### src/rtl/dssm_pkg.sv
// Package for the two-stack shared memory: payload types, command types and codes.
`timescale 1ns / 1ps
`default_nettype none
package dssm_pkg;

  localparam logic [2:0] ACT_PUSH_ONE = 3'd0;
  localparam logic [2:0] ACT_POP_ONE  = 3'd1;
  localparam logic [2:0] ACT_PUSH_TWO = 3'd2;
  localparam logic [2:0] ACT_POP_TWO  = 3'd3;
  localparam logic [2:0] ACT_LIST_ONE = 3'd4;
  localparam logic [2:0] ACT_LIST_TWO = 3'd5;

  localparam logic [1:0] ST_OK    = 2'd0;
  localparam logic [1:0] ST_FULL  = 2'd1;
  localparam logic [1:0] ST_EMPTY = 2'd2;

  localparam logic [1:0] CMD_PUSH = 2'd0;
  localparam logic [1:0] CMD_POP  = 2'd1;
  localparam logic [1:0] CMD_LIST = 2'd2;

  localparam int CMDQ_DEPTH = 4;
  localparam int CMDQ_AW    = 2;

  typedef struct packed {
    logic [2:0]         action;
    logic signed [31:0] push_value;
  } in_t;

  typedef struct packed {
    logic signed [31:0] word_out;
    logic [1:0]         status;
    logic               last;
  } out_t;

  typedef struct packed {
    logic [1:0]         kind;
    logic               upper;
    logic signed [31:0] value;
  } cmd_t;

  typedef struct packed {
    logic full;
  } cmdq_status_t;

endpackage
`default_nettype wire

### src/rtl/dssm_front.sv
// Front end: accepts input transactions and decodes actions into stack commands.
`timescale 1ns / 1ps
`default_nettype none
module dssm_front import dssm_pkg::*; (
  input  wire logic         in_valid,
  output logic              in_stall,
  input  wire in_t          in_data,
  input  wire cmdq_status_t q_status,
  output logic              cmd_valid,
  output cmd_t              cmd
);

  logic known;

  always_comb begin
    known     = 1'b1;
    cmd.value = in_data.push_value;
    cmd.kind  = CMD_PUSH;
    cmd.upper = 1'b0;
    unique case (in_data.action)
      ACT_PUSH_ONE: begin cmd.kind = CMD_PUSH; cmd.upper = 1'b0; end
      ACT_POP_ONE:  begin cmd.kind = CMD_POP;  cmd.upper = 1'b0; end
      ACT_PUSH_TWO: begin cmd.kind = CMD_PUSH; cmd.upper = 1'b1; end
      ACT_POP_TWO:  begin cmd.kind = CMD_POP;  cmd.upper = 1'b1; end
      ACT_LIST_ONE: begin cmd.kind = CMD_LIST; cmd.upper = 1'b0; end
      ACT_LIST_TWO: begin cmd.kind = CMD_LIST; cmd.upper = 1'b1; end
      default:      known = 1'b0;
    endcase
  end

  // undefined actions are accepted and dropped
  assign in_stall  = q_status.full;
  assign cmd_valid = in_valid && !q_status.full && known;

endmodule
`default_nettype wire

### src/rtl/dssm_cmdq.sv
// Short command queue between the front end and the stack engine.
`timescale 1ns / 1ps
`default_nettype none
module dssm_cmdq import dssm_pkg::*; (
  input  wire logic   clk,
  input  wire logic   rst,
  input  wire logic   push,
  input  wire cmd_t   push_cmd,
  input  wire logic   take,
  output logic        head_valid,
  output cmd_t        head_cmd,
  output cmdq_status_t status
);

  cmd_t                 entries [CMDQ_DEPTH];
  logic [CMDQ_AW-1:0]   wptr;
  logic [CMDQ_AW-1:0]   rptr;
  logic [CMDQ_AW:0]     fill;

  always_ff @(posedge clk) begin
    if (rst) begin
      wptr <= '0;
      rptr <= '0;
      fill <= '0;
    end else begin
      if (push) wptr <= wptr + 1'b1;
      if (take) rptr <= rptr + 1'b1;
      if (push && !take)      fill <= fill + 1'b1;
      else if (take && !push) fill <= fill - 1'b1;
    end
  end

  always_ff @(posedge clk) begin
    if (push) entries[wptr] <= push_cmd;
  end

  assign head_valid   = (fill != '0);
  assign head_cmd     = entries[rptr];
  assign status.full  = (fill == (CMDQ_AW + 1)'(CMDQ_DEPTH));

endmodule
`default_nettype wire

### src/rtl/dssm_back.sv
// Stack engine: shared memory, stack counts and the registered result stage.
`timescale 1ns / 1ps
`default_nettype none
module dssm_back import dssm_pkg::*; #(
  parameter int DEPTH = 16
) (
  input  wire logic clk,
  input  wire logic rst,
  input  wire logic q_valid,
  input  wire cmd_t q_cmd,
  output logic      q_take,
  output logic      out_valid,
  input  wire logic out_stall,
  output out_t      out_data
);

  localparam int AW = $clog2(DEPTH);
  localparam int CW = $clog2(DEPTH + 1);
  localparam logic [CW-1:0] DEPTH_C = CW'(DEPTH);

  localparam logic S_IDLE = 1'b0;
  localparam logic S_RD   = 1'b1;

  logic signed [31:0] mem [DEPTH];
  logic signed [31:0] rd_data;

  logic          state, state_next;
  logic [CW-1:0] lower, lower_next;
  logic [CW-1:0] upper, upper_next;
  logic [CW-1:0] remain, remain_next;
  logic [AW-1:0] ptr, ptr_next;
  logic          dir, dir_next;
  logic          out_valid_next;
  out_t          out_data_next;

  logic          rd_en, wr_en;
  logic [AW-1:0] rd_addr, wr_addr;
  logic [CW:0]   used;
  logic          full, stk_empty, out_free;
  logic [CW-1:0] top_lo, top_up, push_up;
  logic [AW-1:0] ptr_adv;

  assign used      = {1'b0, lower} + {1'b0, upper};
  assign full      = (used >= (CW + 1)'(DEPTH));
  assign stk_empty = q_cmd.upper ? (upper == '0) : (lower == '0);
  assign out_free  = !out_valid || !out_stall;
  assign top_lo    = lower - CW'(1);
  assign top_up    = DEPTH_C - upper;
  assign push_up   = DEPTH_C - CW'(1) - upper;
  assign ptr_adv   = dir ? ptr + 1'b1 : ptr - 1'b1;

  always_comb begin
    state_next     = state;
    lower_next     = lower;
    upper_next     = upper;
    remain_next    = remain;
    ptr_next       = ptr;
    dir_next       = dir;
    out_valid_next = out_valid && out_stall;
    out_data_next  = out_data;
    rd_en          = 1'b0;
    rd_addr        = ptr;
    wr_en          = 1'b0;
    wr_addr        = lower[AW-1:0];
    q_take         = 1'b0;
    unique case (state)
      S_IDLE: begin
        if (q_valid && out_free) begin
          q_take = 1'b1;
          unique case (q_cmd.kind)
            CMD_PUSH: begin
              out_valid_next = 1'b1;
              out_data_next  = '{word_out: '0, status: full ? ST_FULL : ST_OK, last: 1'b1};
              if (!full) begin
                wr_en = 1'b1;
                if (q_cmd.upper) begin
                  wr_addr    = push_up[AW-1:0];
                  upper_next = upper + CW'(1);
                end else begin
                  wr_addr    = lower[AW-1:0];
                  lower_next = lower + CW'(1);
                end
              end
            end
            CMD_POP, CMD_LIST: begin
              if (stk_empty) begin
                out_valid_next = 1'b1;
                out_data_next  = '{word_out: '0, status: ST_EMPTY, last: 1'b1};
              end else begin
                rd_en      = 1'b1;
                rd_addr    = q_cmd.upper ? top_up[AW-1:0] : top_lo[AW-1:0];
                ptr_next   = rd_addr;
                dir_next   = q_cmd.upper;
                state_next = S_RD;
                if (q_cmd.kind == CMD_POP) begin
                  remain_next = CW'(1);
                  if (q_cmd.upper) upper_next = upper - CW'(1);
                  else             lower_next = top_lo;
                end else begin
                  remain_next = q_cmd.upper ? upper : lower;
                end
              end
            end
            default: ;
          endcase
        end
      end
      S_RD: begin
        if (out_free) begin
          out_valid_next = 1'b1;
          out_data_next  = '{word_out: rd_data, status: ST_OK, last: remain == CW'(1)};
          if (remain == CW'(1)) begin
            state_next = S_IDLE;
          end else begin
            remain_next = remain - CW'(1);
            ptr_next    = ptr_adv;
            rd_en       = 1'b1;
            rd_addr     = ptr_adv;
          end
        end
      end
    endcase
  end

  always_ff @(posedge clk) begin
    if (rst) begin
      state     <= S_IDLE;
      lower     <= '0;
      upper     <= '0;
      out_valid <= 1'b0;
    end else begin
      state     <= state_next;
      lower     <= lower_next;
      upper     <= upper_next;
      out_valid <= out_valid_next;
    end
  end

  always_ff @(posedge clk) begin
    remain   <= remain_next;
    ptr      <= ptr_next;
    dir      <= dir_next;
    out_data <= out_data_next;
  end

  always_ff @(posedge clk) begin
    if (wr_en) mem[wr_addr] <= q_cmd.value;
    if (rd_en) rd_data <= mem[rd_addr];
  end

  a_count_bound: assert property (@(posedge clk) disable iff (rst)
    used <= (CW + 1)'(DEPTH))
    else $error("stack counts exceed depth");

  a_full_push_holds: assert property (@(posedge clk) disable iff (rst)
    q_take && q_cmd.kind == CMD_PUSH && full |=> $stable(lower) && $stable(upper))
    else $error("refused push changed a stack count");

  a_bad_status_zero: assert property (@(posedge clk) disable iff (rst)
    out_valid && out_data.status != ST_OK |-> out_data.word_out == '0 && out_data.last)
    else $error("error result carries data or is not last");

  a_rd_remain: assert property (@(posedge clk) disable iff (rst)
    state == S_RD |-> remain != '0 && !q_take)
    else $error("read state with nothing left or taking commands");

endmodule
`default_nettype wire

### src/rtl/dual_stack_shared_memory.sv
// Top level: two stacks sharing one memory, front decoder, command queue, stack engine.
// Push transactions: the engine writes memory and registers the result as it takes the command.
// Pop: issue, then a registered memory read; list: the read state returns each entry in turn.
// The command queue keeps accepting input while a result waits in the output register, until it is full.
// Reset (rst, synchronous, active high) clears both stack counts, the queue and the
// output valid; memory contents stay undefined until written.
`timescale 1ns / 1ps
`default_nettype none
module dual_stack_shared_memory import dssm_pkg::*; #(
  parameter int DEPTH = 16
) (
  input  wire logic clk,
  input  wire logic rst,
  input  wire logic in_valid,
  output logic      in_stall,
  input  wire in_t  in_data,
  output logic      out_valid,
  input  wire logic out_stall,
  output out_t      out_data
);

  cmdq_status_t q_status;
  logic         cmd_valid;
  cmd_t         cmd;
  logic         q_valid;
  cmd_t         q_cmd;
  logic         q_take;

  dssm_front u_front (
    .in_valid  (in_valid),
    .in_stall  (in_stall),
    .in_data   (in_data),
    .q_status  (q_status),
    .cmd_valid (cmd_valid),
    .cmd       (cmd)
  );

  dssm_cmdq u_cmdq (
    .clk        (clk),
    .rst        (rst),
    .push       (cmd_valid),
    .push_cmd   (cmd),
    .take       (q_take),
    .head_valid (q_valid),
    .head_cmd   (q_cmd),
    .status     (q_status)
  );

  dssm_back #(.DEPTH(DEPTH)) u_back (
    .clk       (clk),
    .rst       (rst),
    .q_valid   (q_valid),
    .q_cmd     (q_cmd),
    .q_take    (q_take),
    .out_valid (out_valid),
    .out_stall (out_stall),
    .out_data  (out_data)
  );

endmodule
`default_nettype wire

### config.mk
export PLATFORM = sky130hd
export DESIGN_NAME = dual_stack_shared_memory
export DESIGN_NICKNAME = d
export VERILOG_FILES = /design/src/rtl/dssm_pkg.sv /design/src/rtl/dssm_front.sv /design/src/rtl/dssm_cmdq.sv /design/src/rtl/dssm_back.sv /design/src/rtl/dual_stack_shared_memory.sv
export SDC_FILE = /design/constraint.sdc
export NUM_CORES = 1
export LEC_CHECK = 0
export BUFFER_PORTS_ARGS = -buffer_cell sky130_fd_sc_hd__buf_2
export CAP_MARGIN = 20
export CORE_MARGIN = 8
export CORE_UTILIZATION = 50
export CTS_CLUSTER_SIZE = 40
export DETAILED_ROUTE_END_ITERATION = 8
export GPL_ROUTABILITY_DRIVEN = 1
export PLACE_DENSITY = 0.66
export RECOVER_POWER = 50
export SLEW_MARGIN = 20
export SYNTH_ARGS = -nofsm -noshare
export SYNTH_HDL_FRONTEND = slang
export SYNTH_SLANG_ARGS = --single-unit
### constraint.sdc
create_clock -name clk -period 6.8 [get_ports clk]
set_input_delay 0.68 -clock clk [delete_from_list [all_inputs] [get_ports clk]]
set_output_delay 0.68 -clock clk [all_outputs]
set_load 0.02 [all_outputs]
==> metrics.md <==
| Metric | Value |
|---|---|
| Status | `finished, violations left` |
| Violated checks | `max-capacitance violations, max-slew violations` |
| Crit path cell chain | `clkbuf_1 -> inv_1 -> a31o_2 -> o221a_4 -> inv_6 -> buf_12 -> a21oi_1 -> a22o_1 -> o22ai_1 -> a221o_1` |
| Setup bufs post-CTS | `0` |
| Hold Buf Count CTS | `0` |
| CP Class | `flop to flop` |
| WP data arrival | `roughly 5.9 ns` |
| Gpl congestion | `0.817` |
| Pins over their slew limit | `approximately 70` |
| Slew margin rel. | `-76.7%` |
| Largest net degree at the start of global routing | `around 180` |
| Die area | `approximately 67000 sq um` |
| DP Worst Slack | `~1.8 ns` |
| CTS root buf | `clkbuf_16` |
| Worst R2R Path Depth | `10` |
| Share of layout cells above drive strength 1 | `~11%` |
| DPL Wire Length | `35700 um` |
| Total number of vias | `16002` |
| Clock period minus worst slack | `roughly 5.4 ns` |
| Skew final | `~0.016 ns` |
| Initial DRT Pass Iterations | `5` |
| Die H | `approximately 260 um` |
| Type of the worst min-delay path | `input pin to flop` |
| Port bufs | `between 70 and 80` |
| CTS resizes | `0` |
| Initial Util | `about 50%` |
| Routed wire length | `64300 um` |
| Final Hold Fails | `0` |
| Crit path largest cell delay | `approximately 1 ns` |
| Post-synth top cells | `edfxtp_1, nand2_1, a21oi_1` |
| Worst R2R End | `u_back.rd_data[18]$_DFFE_PP_` |
| IO Count | `76` |
| Leading area contributor after synthesis | `edfxtp_1` |
| Worst-path clk slew | `0.06 ns` |
| DR iter-0 viols | `1509` |
| Syn Nets | `approximately 1900` |
| Final ANT Viol Nets | `0` |
| Total Neg Setup Slack | `0 ns` |
| Final worst path period share | `about four fifths` |
| Final Setup Violations | `0` |
| MaxCap Viol Count | `2` |
| Number of global-route vias before repair | `16264` |
| Seq cells post-synth | `750` |
| # clock sinks | `750` |
| Rows | `89` |
| Worst setup margin | `around 1.4 ns` |
| Count leader, synth | `edfxtp_1` |
| Crit path from | `u_back.state$_SDFF_PP0_` |
| GRT Total Usage | `a little under a fifth` |
| Worst hold endpoint | `u_cmdq.entries[0][8]$_DFFE_PP_` |
| CP required | `between 7 and 8 ns` |
| Hold Path Depth | `1` |
| Worst r2r src | `u_back.state$_SDFF_PP0_` |
| Core Box Area | `about 59000 sq um` |
| Antenna cell count | `0` |
| CP max-delay cell | `clkbuf_1` |
| Yosys top cell area share | `74.1%` |
| Num CTS Buffers | `slightly below 80` |
| Top post-synthesis cells by area | `edfxtp_1, nand2_1, mux4_2` |
| Fillcell total | `around 4600` |
| Final #Nets | `~2000` |
| Cell Area, Synth | `about 29000 sq um` |
| Yosys synthesis warning count | `0` |
| DIE WIDTH | `258 um` |
| Post-Syn Instances | `1826` |
| Library cells used by synthesis | `54` |
| R2r setup slk | `between 1 and 1.5 ns` |
| Asr flop ratio synth | `0%` |
| DR WL/cell | `roughly 24 um` |
| H-Tree Depth | `3` |
| Main synth FF type | `edfxtp_1` |
| Initial antenna violation count | `1` |
| Number of synthesized flops with an enable pin | `slightly above 700` |
| Total congestion overflow | `0` |
| Clock Tree Buf Depth | `3` |
| CP Launch Type | `flop` |
| Seq/Total Area, Yosys | `between 70 and 80%` |
| First-pass GRT wire length | `around 97000 um` |
| Clock Latency Late Sink | `~0.62 ns` |
| CTS tree | `done` |
| RSZ-0062 raised after global routing | `false` |
| CP Capture Type | `flop` |
| DRC | `0` |
| Synthesized area per cell | `16.1 sq um` |
| Worst-margin pin slew | `roughly 2.7 ns` |
| Layout area overhead | `12.4%` |
| Hold path startpoint | `in_data[8]` |
| Max Clock Freq | `0.185 GHz` |
| Peak fanout along the critical path | `about 130` |
| Drt via density | `about 6` |
[state kept, by name (all words and copies together), names as in the netlist, named ones only]
register and cells:
u_back.mem 512, u_cmdq.entries 140, u_back.out_data 35, u_back.rd_data 32, u_back.lower 5, u_back.remain 5
u_back.upper 5, u_back.ptr 4, u_cmdq.fill 3, u_cmdq.rptr 2, u_cmdq.wptr 2, u_back.dir 1
u_back.out_valid 1, u_back.state 1
[worst max path at each step]
stage,cells past startpoint,to
floorplan,8,u_back.out_data[0]$_SDFFCE_PN1P_
global placement,11,u_back.rd_data[18]$_DFFE_PP_
detailed placement,12,u_back.rd_data[18]$_DFFE_PP_
CTS,12,u_back.rd_data[18]$_DFFE_PP_
global route,10,u_back.rd_data[18]$_DFFE_PP_
finish,10,u_back.rd_data[18]$_DFFE_PP_
[area by class of cell]
type                            instances  area [sq um]  share of cell area, %
Timing Repair Buffer                  107           574                   1.74
Inverter                               24          95.1                  0.288
Clock buffer                           98          2080                   6.29
Clock inverter                         43           387                   1.17
Multi-Input combinational cell        937          6660                   20.2
Tap cell                              773           967                   2.93
Sequential cell                       750         22300                   67.4
[placed cells by master, fill, tap and decap left out, types with 4 or more instances in the layout]
cell type  Yosys  routed
clkinv_1       0      13
buf_12         0       4
a32oi_1       62      62
ha_1          24      24
or3_1          7       7
inv_6          0       7
nand3_1        5       5
and2_0         0      23
inv_1         23      23
dfxtp_1       25      25
a22o_1        63      63
xnor2_1       15      15
or2_2          5       5
o21ai_0       12      12
buf_2         37       5
a221o_1       31      31
nor3_1         8       8
mux2i_1       78      78
mux4_2        35      35
a21o_1         4       4
a211oi_1       6       6
clkinv_2       0      13
xor2_1         7       7
nor3b_1        6       5
clkbuf_1      61      87
and2_1        37      12
clkbuf_16      0      79
a21oi_1      143     143
nor2_4         0      16
o22ai_1       35      35
nor2_1        45      28
and3_1         4       4
edfxtp_1     725     725
bufinv_16      0       6
nand2_1      274     274
buf_4          6      27
[metrics by stage]
| step | hold WS, ns | util, % | std cells | area [sq um] |
|---|---|---|---|---|
| after floorplan | 0.467 | - | 1826 | 29400 |
| after global placement | 0.478 | 52.3 | 2591 | 30700 |
| after detailed placement | 0.500 | 52.3 | 2591 | 30700 |
| after CTS | 0.242 | 56.6 | 2732 | 33100 |
| after global routing | 0.314 | 56.4 | 2732 | 33000 |
| final | 0.314 | 56.4 | 2732 | 33000 |
[critical path: cells and delay by family (launching register included)]
kind / cells / cell delay, ns
buffers and inverters: 4 / 2.77
DFF: 1 / 0.85
AOI/OAI and AO/OA: 6 / 1.58
[metal layers]
metal / GRT usage, % / wire length (um) / part of all wire [%] / up-vias
met5: 0 / 0 / 0 / -
met4: 6.20 / 1810 / 2.8 / 0
met3: 3.42 / 3650 / 5.7 / 131
met2: 31.7 / 31300 / 49 / 499
met1: 25.1 / 27500 / 43 / 8120
li1: - / - / - / 7252
[logic make-up after synthesis]
logic type               count (synthesis)  share of synthesized area (%)
AO/OA/AOI/OAI                          371                           8.86
AND/OR/NAND/NOR                        402                           5.85
multiplexers                           115                           5.45
adder cells (fa/ha/maj)                 27                           1.23
buffers and inverters                  139                           2.16
flip-flops                             750                           75.8
XOR/XNOR                                22                          0.656
Power is left out: the tool's default activity adds up to more than one toggle a clock period on the data nets, which glitch-free logic cannot reach.
